[src/design/stdf_pkg.sv]
package stdf_pkg;

  localparam int SIEVE_LIMIT = 65536;
  localparam int PRIME_SLOTS = 8192;

  localparam int MAP_DEPTH = SIEVE_LIMIT + 1;
  localparam int MAP_AW    = $clog2(MAP_DEPTH);
  localparam int SLOT_AW   = $clog2(PRIME_SLOTS);
  localparam int CNT_W     = $clog2(PRIME_SLOTS + 1);
  localparam int PRIME_W   = $clog2(SIEVE_LIMIT + 1);
  localparam int NUM_W     = 31;
  localparam int ROOT_W    = (NUM_W + 1) / 2;
  localparam int OUT_CNT_W = 14;

  typedef enum logic {
    ACT_BUILD  = 1'b0,
    ACT_FACTOR = 1'b1
  } action_t;

  typedef struct packed {
    logic [NUM_W-1:0]     factor;
    logic                 factor_valid;
    logic [OUT_CNT_W-1:0] prime_count;
    logic                 not_ready;
    logic                 last;
  } rsp_t;

  function automatic rsp_t make_rsp(logic [NUM_W-1:0] factor, logic factor_valid,
                                    logic [CNT_W-1:0] count, logic not_ready,
                                    logic last);
    rsp_t r;
    r.factor       = factor;
    r.factor_valid = factor_valid;
    r.prime_count  = OUT_CNT_W'(count);
    r.not_ready    = not_ready;
    r.last         = last;
    return r;
  endfunction

endpackage

[src/design/stdf_sqrt.sv]
module stdf_sqrt import stdf_pkg::*; (
  input  logic              clk,
  input  logic              rst,
  input  logic              start,
  input  logic [NUM_W-1:0]  n,
  output logic              busy,
  output logic              done,
  output logic [ROOT_W-1:0] root
);

  localparam int SW     = NUM_W + 1;
  localparam int STEP_W = $clog2(ROOT_W + 1);

  logic [SW-1:0]     rn;
  logic [SW-1:0]     res;
  logic [SW-1:0]     bitv;
  logic [SW-1:0]     sum;
  logic [STEP_W-1:0] step;
  logic              ge;

  // digit-by-digit square root, one result bit a cycle
  always_comb begin
    sum = res + bitv;
    ge  = rn >= sum;
  end

  always_ff @(posedge clk) begin
    if (rst) begin
      busy <= 1'b0;
      done <= 1'b0;
    end else begin
      done <= 1'b0;
      if (start) begin
        rn   <= {1'b0, n};
        res  <= '0;
        bitv <= SW'(1) << (2 * (ROOT_W - 1));
        step <= STEP_W'(ROOT_W);
        busy <= 1'b1;
      end else if (busy) begin
        if (ge) begin
          rn  <= rn - sum;
          res <= (res >> 1) + bitv;
        end else begin
          res <= res >> 1;
        end
        bitv <= bitv >> 2;
        step <= step - STEP_W'(1);
        if (step == STEP_W'(1)) begin
          busy <= 1'b0;
          done <= 1'b1;
        end
      end
    end
  end

  assign root = res[ROOT_W-1:0];

endmodule

[config.mk]
export PLATFORM = sky130hd
export DESIGN_NAME = stdf_sqrt
export DESIGN_NICKNAME = d
export VERILOG_FILES = /design/src/design/stdf_pkg.sv /design/src/design/stdf_sqrt.sv
export SDC_FILE = /design/constraint.sdc
export NUM_CORES = 1
export LEC_CHECK = 0
export ABC_AREA = 1
export BUFFER_PORTS_ARGS = -buffer_cell sky130_fd_sc_hd__buf_2
export CORE_MARGIN = 4
export CORE_UTILIZATION = 35
export CTS_BUF_LIST = sky130_fd_sc_hd__clkbuf_8
export DETAILED_ROUTE_END_ITERATION = 16
export GPL_TIMING_DRIVEN = 0
export HOLD_SLACK_MARGIN = 0.08
export PLACE_DENSITY = 0.62
export SETUP_SLACK_MARGIN = 0.1
export SYNTH_ARGS = -nofsm -noshare
export SYNTH_HDL_FRONTEND = slang
export SYNTH_SLANG_ARGS = --single-unit
[constraint.sdc]
create_clock -name clk -period 5.1 [get_ports clk]
set_input_delay 0.255 -clock clk [delete_from_list [all_inputs] [get_ports clk]]
set_output_delay 0.255 -clock clk [all_outputs]
set_load 0.02 [all_outputs]
== Yosys cells after proc, flatten, opt, wreduce, memory -nomap -nowiden ==
Cells that the tools add are included.
Word-level totals
  register bits after elaboration: 87
  bits in latches: 0
  RAM bits: 0
  ROM bits: 0
  bits of input ports: 34
  word-level logic and storage cells: 31
  memories kept: 0
Cells by class
  $add $sub $neg: 4
  multiply operators: 0
  divide/modulo/power cells: 0
  magnitude comparators: 1
  equal/unequal tests: 1
  shift operators: 0
  multiplexer cells: 11
  bitwise logic cells: 2
  reduce and logical (&&, ||, !) cells: 5
Operator list (count)
  $mux 32: 4
  $mux 31: 2
  $add 31x31->32: 1
  $add 32x31->32: 1
  $ge 32x32->1: 1
  $sub 32x32->32: 1
  $eq 5x1->1 const B: 1
  $mux 5: 1
  $sub 5x1->5 const B: 1
  $mux 1: 4
  $reduce_bool 2->1: 2
  $reduce_and 3->1: 1
  $reduce_or 3->1: 1
  $not 1->1: 2
  $reduce_and 2->1: 1

== Logic depth before layout (Yosys ltp) ==
  depth in word-level cells: 5
  depth in mapped cells: 23
  mapped depth without buffers: 23

== Least setup slack after synthesis ==
OpenSTA, ideal clock, no wires.
  kind: input -> register
  start point: in start
  end point: reg rn[0] (enable)
  arrival: 4.238 ns
  setup slack: 0.475 ns
  stages on the path: 6
  cell sequence: clkbuf_1 -> inv_1 -> clkbuf_1 -> a21oi_1 -> nand2_1 -> inv_1
On the way
  word-level cells in the longest chain between the ends: 2
  elaborated cells between the ends (all ways): 3
Ends and longest elaborated chain
  start: declaration: RTL line stdf_sqrt.sv:4  | input logic start,
  $reduce_bool 2->1 (no source line)
  $reduce_and 3->1 (no source line) *
  end signal: assignment: RTL line stdf_sqrt.sv:34  | rn <= {1'b0, n};
  end signal: assignment: RTL line stdf_sqrt.sv:41  | rn <= rn - sum;
  end: declaration: RTL line stdf_sqrt.sv:14  | logic [SW-1:0] rn;
Mark *: on every way between the ends. The rest lies on a longest branch, timed or not.
A chain may end at the register's enable or synchronous reset.

== Final worst setup path ==
  start point: reg res[18]
  end point: reg rn[13] (enable)
On the way
  word-level cells in the longest chain between the ends: 4
Ends and longest elaborated chain
  start: declaration: RTL line stdf_sqrt.sv:15  | logic [SW-1:0] res;
  start signal: assignment: RTL line stdf_sqrt.sv:42  | res <= (res >> 1) + bitv;
  start signal: assignment: RTL line stdf_sqrt.sv:44  | res <= res >> 1;
  $add 32x31->32: RTL line stdf_sqrt.sv:23  | sum = res + bitv;
  $ge 32x32->1: RTL line stdf_sqrt.sv:24  | ge = rn >= sum;
  $reduce_bool 2->1 (no source line)
  $reduce_and 3->1 (no source line)
No other way between the ends.

==> metrics.md <==
| Metric | Value |
|---|---|
| Most frequent cells after synthesis | `nand2_1, inv_1, nand3_1, nor2_1, edfxtp_1` |
| Final-report setup violation count | `0` |
| Antenna violations before repair | `0` |
| Max cap viols | `0` |
| Row count | `a little under 60` |
| Latest clock arrival within the worst-skew pair | `around 400 ps` |
| Number of flops mapped to enable cells by yosys | `85` |
| Clock share of power | `between 10% and 20%` |
| Crit path time final | `4680 ps` |
| Startpoint types | `flip-flop` |
| Core area | `~26000 um^2` |
| Antenna viol nets, final | `0` |
| Clock-pin slew on the worst setup and hold paths | `110 ps` |
| CTS tree | `built` |
| Synth Cell Area | `between 9000 and 10000 um^2` |
| Slew headroom | `39.6%` |
| GR Overflow Total | `0` |
| Port bufs | `~50` |
| Worst Hold Path Cells | `3` |
| Total CTS buffers | `9` |
| Most common cell in the netlist | `nand2_1` |
| Vias after detailed routing | `9306` |
| Synth Flop Type | `edfxtp_1` |
| Vias/cell | `between 4 and 5` |
| First-pass GRT wire length | `roughly 46 mm` |
| DR WL/cell | `15.5 um` |
| Status | `completed` |
| Required time of the critical path | `between 5000 and 6000 ps` |
| Mapped Nets | `around 1.6k` |
| Comb pwr share | `53.2%` |
| DRT iter0 DRCs | `between 600 and 700` |
| Min Hold Slack | `119 ps` |
| PwrDens | `approximately 330 nW/um^2` |
| Final GP Congestion | `between 0.9 and 1` |
| Fin worst setup slack | `between 400 and 500 ps` |
| Total Routing Usage GR | `19.6%` |
| Root Driver | `clkbuf_8` |
| Share of flip-flops with an asynchronous set or reset | `0%` |
| Pre-CTS setup slack | `-125 ps` |
| Die X | `172 um` |
| Int Power | `between 1.5 and 2 mW` |
| Register area | `~2600 um^2` |
| Area growth syn-to-layout | `10.7%` |
| I/O pin count | `52` |
| Switching pwr | `1.58 mW` |
| Max IR drop VDD | `0.163 mV` |
| Largest net degree at the start of global routing | `31` |
| Final Routed Wirelength | `about 30 mm` |
| Period utilisation layout | `between 90 and 100%` |
| Switching share of power | `45.9%` |
| Max Fclk | `around 0.21 GHz` |
| First-pass DRT Iterations | `5` |
| HPWL after detailed placement | `24.1 mm` |
| Sequential fraction of the synthesis area | `a little over a quarter` |
| Synth cell types | `37` |
| Fillcell total | `~2.8k` |
| Drt drc | `0` |
| Clock Path Buffers | `2` |
| Final hold violations | `0` |
| CP Max Fanout | `16` |
| Hold/Removal Path Class | `in -> reg` |
| Share of the synthesized area in the top cell type | `27.0%` |
| Post-synthesis cell count | `~1.5k` |
| Mean Syn Cell Area | `between 6 and 7 um^2` |
| Die Height | `approximately 170 um` |
| Fin. max-slew vios | `0` |
| Antenna cell count | `0` |
| WP data arrival | `4830 ps` |
| Number of global-route vias before repair | `9000` |
| Multi-input gate area | `5670 um^2` |
| Reg2reg path depth | `19` |
| Register bit total from synthesis | `87` |
| Die area | `around 30000 um^2` |
| Nets@finish | `1656` |
| H-Tree Depth | `3` |
| RSZ-0062 raised after global routing | `no` |
| Clk sinks | `between 80 and 90` |
| Area leader, netlist | `edfxtp_1` |
| Max Clock Skew | `roughly 24 ps` |
| Initial core utilization | `36.0%` |
| Setup CP Type | `reg -> reg` |
| Slew @ Worst Pin | `904 ps` |
| Layout cell share with drive strength beyond 1 | `under 10%` |
| Yosys Warn Count | `0` |
| Synth area leaders | `edfxtp_1, nand2_1, inv_1` |
| Lkg Pwr | `5.39 nW` |
| Reg power frac | `between 20% and 30%` |
| CP Capture Type | `flip-flop` |
[power groups by stage]
stage	Clock, mW	Sequential [mW]	Combinational [mW]
global route	0.631	1.02	2.08
finish	0.601	1.01	1.84
floorplan	0	0.988	1.38
CTS	0.605	1.01	1.82
global placement	0	1.03	1.78
detailed placement	0	1.02	1.80
[flip-flops by register name, summed over array words and instances (netlist names)]
signal,count
res,32
rn,32
bitv,16
step,5
busy,1
done,1
[cell families (layout without fill, tap and decap cells)]
kind of cell / count (synthesis) / in the layout / share of synthesized area (%)
xor gates and xnor gates: 46 / 46 / 4.26
buffers and inverters: 293 / 366 / 12.8
and+or+nand+nor: 855 / 855 / 38.3
AOI/OAI and AO/OA: 135 / 135 / 8.01
adders and majority gates: 69 / 69 / 9.21
DFF: 87 / 87 / 27.4
[layout make-up]
| class | instances | area share [%] |
|---|---|---|
| Multi-Input combinational cell | 1105 | 54.1 |
| Buffer | 43 | 2.56 |
| Timing Repair Buffer | 56 | 3.20 |
| Sequential cell | 87 | 24.8 |
| Clock inverter | 6 | 0.932 |
| Timing Repair inverter | 1 | 0.0717 |
| Tap cell | 335 | 4.00 |
| Inverter | 250 | 9.00 |
| Clock buffer | 10 | 1.32 |
[layer usage]
metal / vias up / GRT usage [%] / part of all wire [%]
li1: 4856 / - / -
met1: 4167 / 26.0 / 46
met2: 244 / 33.9 / 47
met3: 39 / 2.10 / 5.1
met4: 0 / 5.47 / 2.5
met5: - / 0 / 0
[what timing repair did]
item                                    4_1_cts  5_1_grt
endpoints found under the setup margin       32       32
endpoints found under the hold margin         2        0
pin swaps                                     0        0
gates resized for setup                       2        1
hold buffers                                  2        0
buffers inserted                              0        2
gates cloned                                  1        0
[worst paths after layout]
path / start / endpoint / slack, ps
max reg2reg: res[18] / rn[13] / 420
max: res[18] / rn[13] / 420
min reg2reg: busy / done / 530
min: n[1] / rn[1] / 120
[layout by cell type, fill, tap and decap left out, drive strengths merged, types with 29 or more instances in the layout]
cell / n
ha: 68
inv: 252
o21ai: 73
nand4: 29
nand3: 141
buf: 87
a21oi: 55
nor2: 128
nand2: 517
edfxtp: 85
[critical path, cell delays in order (launching register included)]
cell and delay (ps):
edfxtp_1 540, ha_1 440, nand2_1 110, nor2_1 270, inv_1 150, nor4_1 250, nand2_1 80, nand2_1 120
xor2_1 270, ha_1 340, inv_1 120, o21ai_1 130, o21ai_1 160, nand2_1 100, a21oi_4 350, nand3_4 190
buf_6 200, nand2_1 260, clkinvlp_4 180, buf_12 170
[metrics by stage]
stage	utilization, %	setup TNS (ps)	std cells	instance area (um^2)	power [mW]
2_1_floorplan	-	0	1485	9450	2.36
3_3_place_gp	38.5	-91670	1871	10100	2.81
3_5_place_dp	38.7	-3910	1872	10200	2.83
4_1_cts	39.7	0	1891	10400	3.43
5_1_grt	39.8	0	1893	10500	3.73
6_report	39.8	0	1893	10500	3.45
Power figures use the tool's default switching activity.
