### config.mk
export PLATFORM = sky130hd
export DESIGN_NAME = stdf_div
export DESIGN_NICKNAME = d
export VERILOG_FILES = /design/src/design/stdf_pkg.sv /design/src/design/stdf_div.sv
export SDC_FILE = /design/constraint.sdc
export NUM_CORES = 1
export LEC_CHECK = 0
export BUFFER_PORTS_ARGS = -buffer_cell sky130_fd_sc_hd__buf_2
export CAP_MARGIN = 20
export CELL_PAD_IN_SITES_DETAIL_PLACEMENT = 2
export CELL_PAD_IN_SITES_GLOBAL_PLACEMENT = 2
export CORE_ASPECT_RATIO = 0.9
export CORE_MARGIN = 2
export CORE_UTILIZATION = 33
export DETAILED_ROUTE_END_ITERATION = 6
export PLACE_DENSITY_LB_ADDON = 0.12
export SYNTH_ARGS = -nofsm -noshare
export SYNTH_HDL_FRONTEND = slang
export SYNTH_SLANG_ARGS = --single-unit
export TNS_END_PERCENT = 20
### constraint.sdc
create_clock -name clk -period 5.07 [get_ports clk]
set_input_delay 1.014 -clock clk [delete_from_list [all_inputs] [get_ports clk]]
set_output_delay 1.014 -clock clk [all_outputs]
set_load 0.01 [all_outputs]
### src/design/stdf_pkg.sv
package stdf_pkg;

  localparam int SIEVE_LIMIT = 65536;
  localparam int PRIME_SLOTS = 8192;

  localparam int MAP_DEPTH = SIEVE_LIMIT + 1;
  localparam int MAP_AW    = $clog2(MAP_DEPTH);
  localparam int SLOT_AW   = $clog2(PRIME_SLOTS);
  localparam int CNT_W     = $clog2(PRIME_SLOTS + 1);
  localparam int PRIME_W   = $clog2(SIEVE_LIMIT + 1);
  localparam int NUM_W     = 31;
  localparam int ROOT_W    = (NUM_W + 1) / 2;
  localparam int OUT_CNT_W = 14;

  typedef enum logic {
    ACT_BUILD  = 1'b0,
    ACT_FACTOR = 1'b1
  } action_t;

  typedef struct packed {
    logic [NUM_W-1:0]     factor;
    logic                 factor_valid;
    logic [OUT_CNT_W-1:0] prime_count;
    logic                 not_ready;
    logic                 last;
  } rsp_t;

  function automatic rsp_t make_rsp(logic [NUM_W-1:0] factor, logic factor_valid,
                                    logic [CNT_W-1:0] count, logic not_ready,
                                    logic last);
    rsp_t r;
    r.factor       = factor;
    r.factor_valid = factor_valid;
    r.prime_count  = OUT_CNT_W'(count);
    r.not_ready    = not_ready;
    r.last         = last;
    return r;
  endfunction

endpackage

### src/design/stdf_div.sv
module stdf_div import stdf_pkg::*; (
  input  logic               clk,
  input  logic               rst,
  input  logic               start,
  input  logic [NUM_W-1:0]   dividend,
  input  logic [PRIME_W-1:0] divisor,
  output logic               busy,
  output logic               done,
  output logic [NUM_W-1:0]   quot,
  output logic [PRIME_W-1:0] rem
);

  localparam int STEP_W = $clog2(NUM_W + 1);

  logic [NUM_W-1:0]   quo;
  logic [PRIME_W-1:0] rmd;
  logic [STEP_W-1:0]  step;
  logic [PRIME_W:0]   trial;
  logic [PRIME_W:0]   diff;
  logic               fits;

  // restoring division, one quotient bit a cycle
  always_comb begin
    trial = {rmd, quo[NUM_W-1]};
    diff  = trial - {1'b0, divisor};
    fits  = trial >= {1'b0, divisor};
  end

  always_ff @(posedge clk) begin
    if (rst) begin
      busy <= 1'b0;
      done <= 1'b0;
    end else begin
      done <= 1'b0;
      if (start) begin
        quo  <= dividend;
        rmd  <= '0;
        step <= STEP_W'(NUM_W);
        busy <= 1'b1;
      end else if (busy) begin
        if (fits) begin
          rmd <= diff[PRIME_W-1:0];
          quo <= {quo[NUM_W-2:0], 1'b1};
        end else begin
          rmd <= trial[PRIME_W-1:0];
          quo <= {quo[NUM_W-2:0], 1'b0};
        end
        step <= step - STEP_W'(1);
        if (step == STEP_W'(1)) begin
          busy <= 1'b0;
          done <= 1'b1;
        end
      end
    end
  end

  assign quot = quo;
  assign rem  = rmd;

endmodule

; After elaboration in Yosys (flattened, before gate mapping)
; Cells that the tools add are included.
[op_classes]
n_eq_ne = 1
n_mux = 10
magnitude_cmp = 1
bitwise = 2
reduce_logical = 3
addsub = 2
[op_table]
columns = op, n
row1 = two-way mux 31 bit, 2
row2 = two-way mux 17 bit, 2
row3 = greater-or-equal comparator 18 x 17 -> 1 bit, 1
row4 = subtractor 17 bit, 1
row5 = == test 5 x 1 -> 1 bit (second input constant), 1
row6 = two-way mux 1 bit, 5
row7 = two-way mux 5 bit, 1
row8 = subtractor 5 x 1 -> 5 bit (second input constant), 1
row9 = OR reduction 3 bit, 1
row10 = NOT 1 bit, 2
row11 = AND reduction 2 bit, 1
row12 = nonzero test 2 bit, 1
[totals]
input_bits = 51
reg_bits = 55

; Depth between registers and ports, before layout
; Gate-level depths: netlist of run 1.
[depth]
depth_word = 4
ltp_mapped = 11
depth_no_buf = 10

; Worst setup path after synthesis of run 1
; Ideal clock, no wire load.
[synth_timing]
path_kind = in2reg
from = input start
to = register quo[0], in the netlist quot[0] (enable)
slack_ns = 0.945
setup_ns = 0.465
arrival_ns = 3.661
required_ns = 4.605
path_stages = 3
cell_sequence = buf_1 -> nor2_1 -> nor2_1
[synth_between]
elab_chain_len = 2
[synth_rtl]
columns = element, line_no
row1 = "start, declared", stdf_div.sv:4  ; input logic start,
row2 = nonzero test 2 bit (no line), -
row3 = AND reduction 2 bit (no line), -
row4 = "end signal, assigned", stdf_div.sv:36  ; quo <= dividend;
row5 = "end signal, assigned", stdf_div.sv:43  ; quo <= {quo[NUM_W-2:0], 1'b1};
row6 = "end signal, assigned", stdf_div.sv:46  ; quo <= {quo[NUM_W-2:0], 1'b0};
row7 = "end, declared", stdf_div.sv:15  ; logic [NUM_W-1:0] quo;
; No other way between the ends.
; A chain may end at the register's enable or synchronous reset.

; Worst setup path after layout of run 1
[layout_timing]
from = input divisor[0]
to = register rmd[9], in the netlist rem[9] (data pin)
[layout_between]
elab_chain_len = 3
[layout_rtl]
columns = element, line_no
row1 = "start, declared", stdf_div.sv:6  ; input logic [PRIME_W-1:0] divisor,
row2 = subtractor 17 bit / greater-or-equal comparator 18 x 17 -> 1 bit (equally long branches), "stdf_div.sv:25, stdf_div.sv:26"
row3 = two-way mux 17 bit *, stdf_div.sv:41  ; if (fits) begin
row4 = two-way mux 17 bit *, stdf_div.sv:40  ; end else if (busy) begin
row5 = "end signal, assigned", stdf_div.sv:42  ; rmd <= diff[PRIME_W-1:0];
row6 = "end signal, assigned", stdf_div.sv:45  ; rmd <= trial[PRIME_W-1:0];
row7 = "end, declared", stdf_div.sv:16  ; logic [PRIME_W-1:0] rmd;
; Mark *: on every way between the ends. The rest lies on a longest branch, timed or not. The select of a mux whose other input is x is not followed.

==> metrics.txt, run 1 <==
GRT Util Overall=0.171; Max stage delay on crit path=~0.45 ns; P per Cell Area=between 300 and 400 mW/mm2; status=finished, final reports clean; Max VDD drop=approximately 0.00014 V; CTS buffer count=5; Final Max Slew Viols=0; wire per inst=18.0 um; PortBufs=100; register area share after synthesis=0.468; PnR worst setup slack=between 1.5 and 2 ns; Hold Vio Cnt, Final=0; CP cell instances=buf_2, ha_1, inv_1, fa_1, a21o_1, a221o_2, a211oi_2, o41ai_4, buf_4, or2_2, a21oi_1; largest net degree at the start of global routing=between 40 and 50; most common cell after layout, fill and taps aside=buf_2; top_reg_cell synth=edfxtp_1; Iteration-0 DRC Markers=between 70 and 80; number of synthesized flops with an enable pin=between 50 and 60; max-cap viol count=0; post-CTS sizing=0; Least-Margin Pin Slew=about 0.64 ns; Comb pwr share=0.285; Worst Path Max Fanout=27; commonest non-fill, non-tap cells in the layout=100 x buf_2, 53 x edfxtp_1, 31 x mux2_2; period utilization=0.670; Setup CP Type=in -> reg; full die area=about 0.011 mm2; synth warn=0; vias in the first global route=roughly 3000; fin cells=about 540; Detail Route Antenna Nets=0; CORE AREA=around 0.010 mm2; initial antenna violation count=0; Starting Density=0.340; postcts setup bufs=0; Clock Pin Slew Worst Setup and Hold Paths=roughly 0.08 ns; boundary pin count=around 100; Reg power frac=0.438; post-synthesis net count=between 300 and 400; Leakage=1.87 nW; Die X-Extent=around 110 um; TNS Setup=0 ns; Max Freq=294 MHz; mapped cell area=between 0.003 and 0.004 mm2; clk_skew=0.00535 ns; Root Buffer=clkbuf_16; Tmin final=around 3.4 ns; CTS Hold Bufs=0; Internal=approximately 900 uW; Clk Latency, worst-skew pair=0.29 ns; synthesized instance count=307; Worst path slowest cell=a221o_2; Pre-Repair DR Iteration Count=4; Psw=408 uW; Sink Count=55; DR vias=2753; via/cell ratio=roughly 5.1; H-tree levels=2; RSZ-0062 raised after global routing=false; Clock Power Share=0.278; Non-Filler Cell Area, Final=~0.0043 mm2; GPL Wtd Cong=0.770; Clock Path Buffers=2; register bit total from synthesis=55; row cnt=35; HP Class=reg -> reg; CP required=5.20 ns; Worst setup EP type=flip-flop; Sw Ratio=0.313; Slew Limit Headroom=0.571; TritonCTS clock tree=yes; crit path DAT=roughly 3.5 ns; number of remaining DRC errors=0; ANT cells=0; DP Area=between 0.004 and 0.005 mm2; WL final=9.64 mm; HPWL Detailed=7.23 mm; Placed Instances=~530; share of cells above drive strength 1=0.398; grt ovf=0; post-synth cell types=55; first-pass GRT wire length=roughly 15 mm; area grow syn2layout=22.3%; Async SR Flop Fraction=0; Place WS=between 1 and 1.5 ns; Die Y=about 100 um; critical path startpoint category=input port; Setup violations, final=0; Mean Syn Cell Area=11.4 um2; final net count=between 400 and 500
## cell families (layout without fill, tap and decap cells)
family / count (synthesis) / in the layout / synth area share
AND/OR/NAND/NOR: 80 / 80 / 0.119
AO/OA/AOI/OAI: 63 / 63 / 0.133
flip-flops: 55 / 55 / 0.468
multiplexers: 40 / 40 / 0.126
buffers and inverters: 38 / 138 / 0.0524
adder cells (fa/ha/maj): 20 / 20 / 0.0739
XOR/XNOR: 11 / 11 / 0.0276
## power groups by stage
stage | Combinational, mW | Clock (mW) | Sequential (mW)
after global placement | 0.357 | 0 | 0.579
after floorplan | 0.245 | 0 | 0.591
after detailed placement | 0.369 | 0 | 0.581
final | 0.370 | 0.361 | 0.569
after global routing | 0.413 | 0.385 | 0.575
after CTS | 0.372 | 0.374 | 0.571
## through the flow
step / util / hold WS, ns / total power [mW]
finish: 0.416 / 0.512 / 1.30
global route: 0.416 / 0.539 / 1.37
CTS: 0.414 / 0.510 / 1.32
detailed placement: 0.400 / 0.498 / 0.950
global placement: 0.400 / 0.484 / 0.936
floorplan: - / 0.510 / 0.836
## flip-flops by register name (all words and copies together) (netlist names)
signal  cells
rem        17
busy        1
quot       31
done        1
step        5
## worst paths after layout
path | startpoint | to | slack [ns] | cells after the start
max reg2reg | quot[30]$_DFFE_PP_ | rem[9]$_SDFFCE_PP0P_ | 1.98 | 11
min | busy$_SDFF_PP0_ | done$_SDFF_PP0_ | 0.51 | 1
max | divisor[0] | rem[9]$_SDFFCE_PP0P_ | 1.67 | 11
min reg2reg | busy$_SDFF_PP0_ | done$_SDFF_PP0_ | 0.51 | 1
## critical path: cells and delay by family
family | cells | cell delay (ns)
buffers and inverters | 3 | 0.40
AND/OR/NAND/NOR | 1 | 0.32
adder cells (fa/ha/maj) | 2 | 0.54
AO/OA/AOI/OAI | 5 | 1.25
## final cells by class
type,count,area (um2)
fill,1111,5980
multi-input combinational,214,1680
sequential,55,1630
timing repair buffer,105,551
tap,129,161
clock buffer,5,125
inverter,25,93.8
clock inverter,3,22.5
## Yosys cell counts (4+ instances only)
master / number / area (um2)
edfxtp_1: 53 / 1590
mux2_2: 31 / 349
inv_1: 24 / 90.1
a21oi_1: 19 / 95.1
ha_1: 19 / 238
nand2_1: 19 / 71.3
nor2_1: 17 / 63.8
mux2i_1: 9 / 90.1
a21o_1: 8 / 60.1
o21ai_0: 8 / 40.0
xnor2_1: 8 / 70.1
and3_1: 6 / 37.5
nand3_1: 6 / 30.0
or2_2: 5 / 31.3
or3_1: 5 / 31.3
a211oi_2: 4 / 50.1
nor3_1: 4 / 20.0
## metal layers
metal / wire length [um] / global-route usage
met4: 57 / 0.0310
met3: 358 / 0.0329
met2: 4600 / 0.282
met5: 0 / 0
met1: 4620 / 0.240
Power figures use the tool's default switching activity.
==> run 2: changes to the inputs <==
--- a/config.mk
+++ b/config.mk
@@ -11,7 +11,7 @@
 export CELL_PAD_IN_SITES_GLOBAL_PLACEMENT = 2
 export CORE_ASPECT_RATIO = 0.9
 export CORE_MARGIN = 2
-export CORE_UTILIZATION = 33
+export CORE_UTILIZATION = 30
 export DETAILED_ROUTE_END_ITERATION = 6
 export PLACE_DENSITY_LB_ADDON = 0.12
 export SYNTH_ARGS = -nofsm -noshare
==> constraint.sdc (replaced) <==
create_clock -name clk -period 2.8 [get_ports clk]
set_input_delay 0.56 -clock clk [delete_from_list [all_inputs] [get_ports clk]]
set_output_delay 0.56 -clock clk [all_outputs]
set_load 0.01 [all_outputs]
==> metrics.txt, run 2 (synthesis results as in run 1) <==
TritonCTS clock tree=yes; HPWL Detailed=a little under 8 mm; max-cap viol count=0; Clk Latency, worst-skew pair=0.31 ns; P per Cell Area=roughly 540 mW/mm2; H-tree levels=2; Pre-Repair DR Iteration Count=4; GPL Wtd Cong=between 0.8 and 0.9; CTS buffer count=5; Sequential cell area=0.00163 mm2; PnR worst setup slack=between 0.02 and 0.025 ns; Iteration-0 DRC Markers=between 80 and 90; Die Y=between 100 and 150 um; r2r worst-path depth=11; grt ovf=0; Detail Route Antenna Nets=0; delay-heaviest family, CP=compound AO/OA/AOI/OAI gates; number of remaining DRC errors=0; Clock Path Buffers=2; area occupied by multi-input gates=~0.0017 mm2; Worst setup EP type=flip-flop; CP endpoint=rem[16]$_SDFFCE_PP0P_; crit path DAT=~2.9 ns; CP required=2.87 ns; Least-Margin Pin Slew=0.485 ns; largest net degree at the start of global routing=55; vias in the first global route=3277; Starting Density=0.306; HP Class=in -> reg; Setup violations, final=0; critical path startpoint category=flip-flop; RSZ-0062 raised after global routing=true; Leakage=2.02 nW; # fillers=approximately 1300; Hold Vio Cnt, Final=0; most frequent CP cell=inv_1; PortBufs=100; share of cells above drive strength 1=0.452; Max stage delay on crit path=approximately 0.40 ns; Final Max Slew Viols=0; Root Buffer=clkbuf_16; Tmin final=2.78 ns; full die area=around 0.013 mm2; Max VDD drop=between 0.0002 and 0.0003 V; Die X-Extent=between 100 and 150 um; wire per inst=between 15 and 20 um; CP Buf/Inv Count=3; CP cell instances=inv_1, ha_2, inv_1, fa_2, a21o_1, a221o_2, buf_6, a21oi_2, a21boi_1, or3_1, a41o_1; boundary pin count=approximately 100; Worst Path Max Fanout=5; Reg2Reg Setup Slack=around 0.021 ns; total power=~2.5 mW; Post-Route Utilization=0.403; WP depth=11; row cnt=37; Reg2Reg Launch Point=quot[30]$_DFFE_PP_; period utilization=0.993; area grow syn2layout=31.5%; crit path from=quot[30]$_DFFE_PP_; most common cell after layout, fill and taps aside=buf_2; first-pass GRT wire length=approximately 17 mm; via/cell ratio=4.84; initial antenna violation count=0; Placed Instances=583; Hold Slack=between 0.4 and 0.5 ns; Slew Limit Headroom=0.676; clk_skew=approximately 0.013 ns; CORE AREA=0.0114 mm2; Sink Count=between 50 and 60; reg2reg end=rem[16]$_SDFFCE_PP0P_; Place WS=-0.359 ns; status=finished, final reports clean; GRT Util Overall=0.170; ANT cells=0; fin cells=between 500 and 600; Max Freq=around 360 MHz; Worst path slowest cell=a221o_2; commonest non-fill, non-tap cells in the layout=100 x buf_2, 53 x edfxtp_1, 31 x mux2_2; Setup CP Type=reg -> reg; WL final=10.2 mm; max reg flops=31; DR vias=roughly 2900; final net count=around 510; Clock Pin Slew Worst Setup and Hold Paths=roughly 0.090 ns
[run 2: how the worst min path moves through the flow]
stage	start	endpoint	slack, ns	depth (start not counted)
2_1_floorplan	busy$_SDFF_PP0_	done$_SDFF_PP0_	0.51	1
3_3_place_gp	busy$_SDFF_PP0_	done$_SDFF_PP0_	0.48	1
3_5_place_dp	busy$_SDFF_PP0_	done$_SDFF_PP0_	0.49	1
4_1_cts	rst	done$_SDFF_PP0_	0.46	2
5_1_grt	rst	done$_SDFF_PP0_	0.47	2
6_report	rst	done$_SDFF_PP0_	0.47	2
[run 2: worst reg2reg max path, cell delays in order, from the launching register on]
cell and delay (ns):
edfxtp_1 0.39, inv_1 0.07, ha_2 0.17, inv_1 0.05
fa_2 0.35, a21o_1 0.19, a221o_2 0.40, buf_6 0.15
a21oi_2 0.13, a21boi_1 0.09, or3_1 0.32, a41o_1 0.23
[run 2: final cells by class]
class / instances / area share
Multi-Input combinational cell: 214 / 0.378
Sequential cell: 55 / 0.356
Timing Repair Buffer: 134 / 0.172
Tap cell: 156 / 0.0426
Clock buffer: 5 / 0.0273
Inverter: 25 / 0.0205
Clock inverter: 3 / 0.00436
[run 2: timing repair]
item / CTS / global route
setup buffers: 1 / 0
gates resized for setup: 11 / 3
hold buffers: 0 / 0
pin swaps: 3 / 1
endpoints found under the setup margin: 18 / 12
[run 2: where the power goes]
part / internal [mW] / total (mW) / switching [mW]
clock network: 0.332 / 0.657 / 0.325
registers: 0.988 / 1.03 / 0.0402
logic: 0.370 / 0.784 / 0.414
total: 1.69 / 2.47 / 0.779
[run 2: metrics by stage]
| stage | area [um2] | TNS [ns] |
|---|---|---|
| finish | 4590 | 0 |
| global route | 4590 | -0.367 |
| CTS | 4560 | 0 |
| detailed placement | 4380 | -4.99 |
| global placement | 4380 | -3.79 |
| floorplan | 3490 | -0.246 |
[run 2: metal layers]
metal | vias to the layer above | routed length [um] | global-route usage
met2 | 63 | 4940 | 0.291
li1 | 1389 | - | -
met1 | 1405 | 4680 | 0.214
met5 | - | 0 | 0
met3 | 10 | 477 | 0.0397
met4 | 0 | 109 | 0.0473
==> run 3: changes to the inputs <==
==> constraint.sdc (replaced) <==
create_clock -name clk -period 2.8 [get_ports clk]
set_input_delay 0.14 -clock clk [delete_from_list [all_inputs] [get_ports clk]]
set_output_delay 0.14 -clock clk [all_outputs]
set_load 0.01 [all_outputs]
==> metrics.txt, run 3 (synthesis results as in run 1) <==
status=finished, final reports clean; most common cell after layout, fill and taps aside=buf_2; Starting Density=0.306; Die Y=approximately 110 um; r2r worst-path depth=11; grt ovf=0; Setup violations, final=0; Clock Pin Slew Worst Setup and Hold Paths=roughly 0.080 ns; ANT cells=0; critical path startpoint category=flip-flop; Slew Limit Headroom=0.504; boundary pin count=roughly 100; GPL Wtd Cong=around 0.77; crit path DAT=roughly 2.7 ns; CTS Hold Bufs=0; Worst setup EP type=flip-flop; GRT Util Overall=0.162; Hold Slack=about 0.05 ns; Reg2Reg Launch Point=quot[30]$_DFFE_PP_; Max VDD drop=roughly 0.00027 V; full die area=between 0.01 and 0.015 mm2; first-pass GRT wire length=about 16 mm; final net count=489; WL final=9.84 mm; Final Max Slew Viols=0; CP required=2.83 ns; commonest non-fill, non-tap cells in the layout=100 x buf_2, 53 x edfxtp_1, 31 x mux2_2; Leakage=roughly 1.9 nW; Reg2Reg Setup Slack=just over 0.09 ns; period utilization=0.968; Clock Path Buffers=2; PortBufs=100; via/cell ratio=approximately 4.9; Hold Vio Cnt, Final=0; total power=about 2.4 mW; # fillers=1263; Die X-Extent=roughly 120 um; DR vias=2798; Clk Latency, worst-skew pair=~0.30 ns; max reg flops=31; DP Area=approximately 0.0042 mm2; Least-Margin Pin Slew=about 0.74 ns; number of remaining DRC errors=0; clk_skew=approximately 0.0057 ns; reg2reg end=rem[14]$_SDFFCE_PP0P_; wire per inst=17.1 um; TritonCTS clock tree=yes; TNS Setup=0 ns; CP endpoint=rem[14]$_SDFFCE_PP0P_; HP Class=in -> reg; HPWL Detailed=~7.4 mm; P per Cell Area=roughly 550 mW/mm2; Sink Count=55; max-cap viol count=0; Setup CP Type=reg -> reg; area grow syn2layout=27.4%; Max Freq=~370 MHz; Tmin final=approximately 2.7 ns; RSZ-0062 raised after global routing=true; Worst Path Max Fanout=5; Pre-Repair DR Iteration Count=4; Root Buffer=clkbuf_16; H-tree levels=2; CTS buffer count=5; share of cells above drive strength 1=0.430; Iteration-0 DRC Markers=118; initial antenna violation count=1; row cnt=37; Detail Route Antenna Nets=0; largest net degree at the start of global routing=55; crit path from=quot[30]$_DFFE_PP_; vias in the first global route=between 3000 and 4000; Non-Filler Cell Area, Final=between 0.004 and 0.005 mm2; Post-Route Utilization=0.390; CORE AREA=between 0.01 and 0.015 mm2
run 3: worst min-delay path by stage:
stage / start / end / slack, ns / depth (start not counted)
detailed placement: rst / done$_SDFF_PP0_ / 0.36 / 2
global route: rst / done$_SDFF_PP0_ / 0.05 / 2
global placement: rst / done$_SDFF_PP0_ / 0.36 / 2
floorplan: rst / done$_SDFF_PP0_ / 0.22 / 1
finish: rst / done$_SDFF_PP0_ / 0.05 / 2
CTS: rst / done$_SDFF_PP0_ / 0.04 / 2
run 3: timing repair:
item / in CTS / in global routing
pin swaps: 3 / 4
setup endpoints to repair: 11 / 15
resized for setup: 2 / 8
buffers inserted: 1 / 0
gates cloned: 0 / 0
run 3: report_power, final:
part,internal (mW),switching (mW)
Clock,0.343,0.331
Sequential,0.988,0.0396
Combinational,0.336,0.399
run 3: cell type report:
class | count | area [um2] | area share
clock buffer | 5 | 125 | 0.0282
clock inverter | 3 | 28.8 | 0.00648
inverter | 25 | 93.8 | 0.0211
multi-input combinational | 214 | 1720 | 0.386
sequential | 55 | 1630 | 0.367
tap | 156 | 195 | 0.0439
timing repair buffer | 117 | 653 | 0.147
run 3: per-layer routing:
layer,track usage,share of wire,up-vias
met2,0.283,0.49,58
met5,0,0.0013,-
li1,-,-,1356
met1,0.202,0.44,1375
met3,0.0488,0.058,7
met4,0.0284,0.0057,2
run 3: worst max-delay path, stage by stage (launching register included):
cell,delay (ns)
edfxtp_1,0.39
inv_1,0.07
ha_1,0.15
inv_1,0.06
fa_2,0.33
a21o_1,0.18
a221o_2,0.39
buf_4,0.17
a2111oi_2,0.36
nor4b_1,0.11
mux2i_1,0.16
nor2_1,0.07
run 3: metrics by stage:
stage	setup WS, ns	cells
after floorplan	-0.0418	307
after global placement	-0.0261	566
after detailed placement	-0.0573	566
after CTS	-0.0298	575
after global routing	-0.0317	575
final	0.0909	575
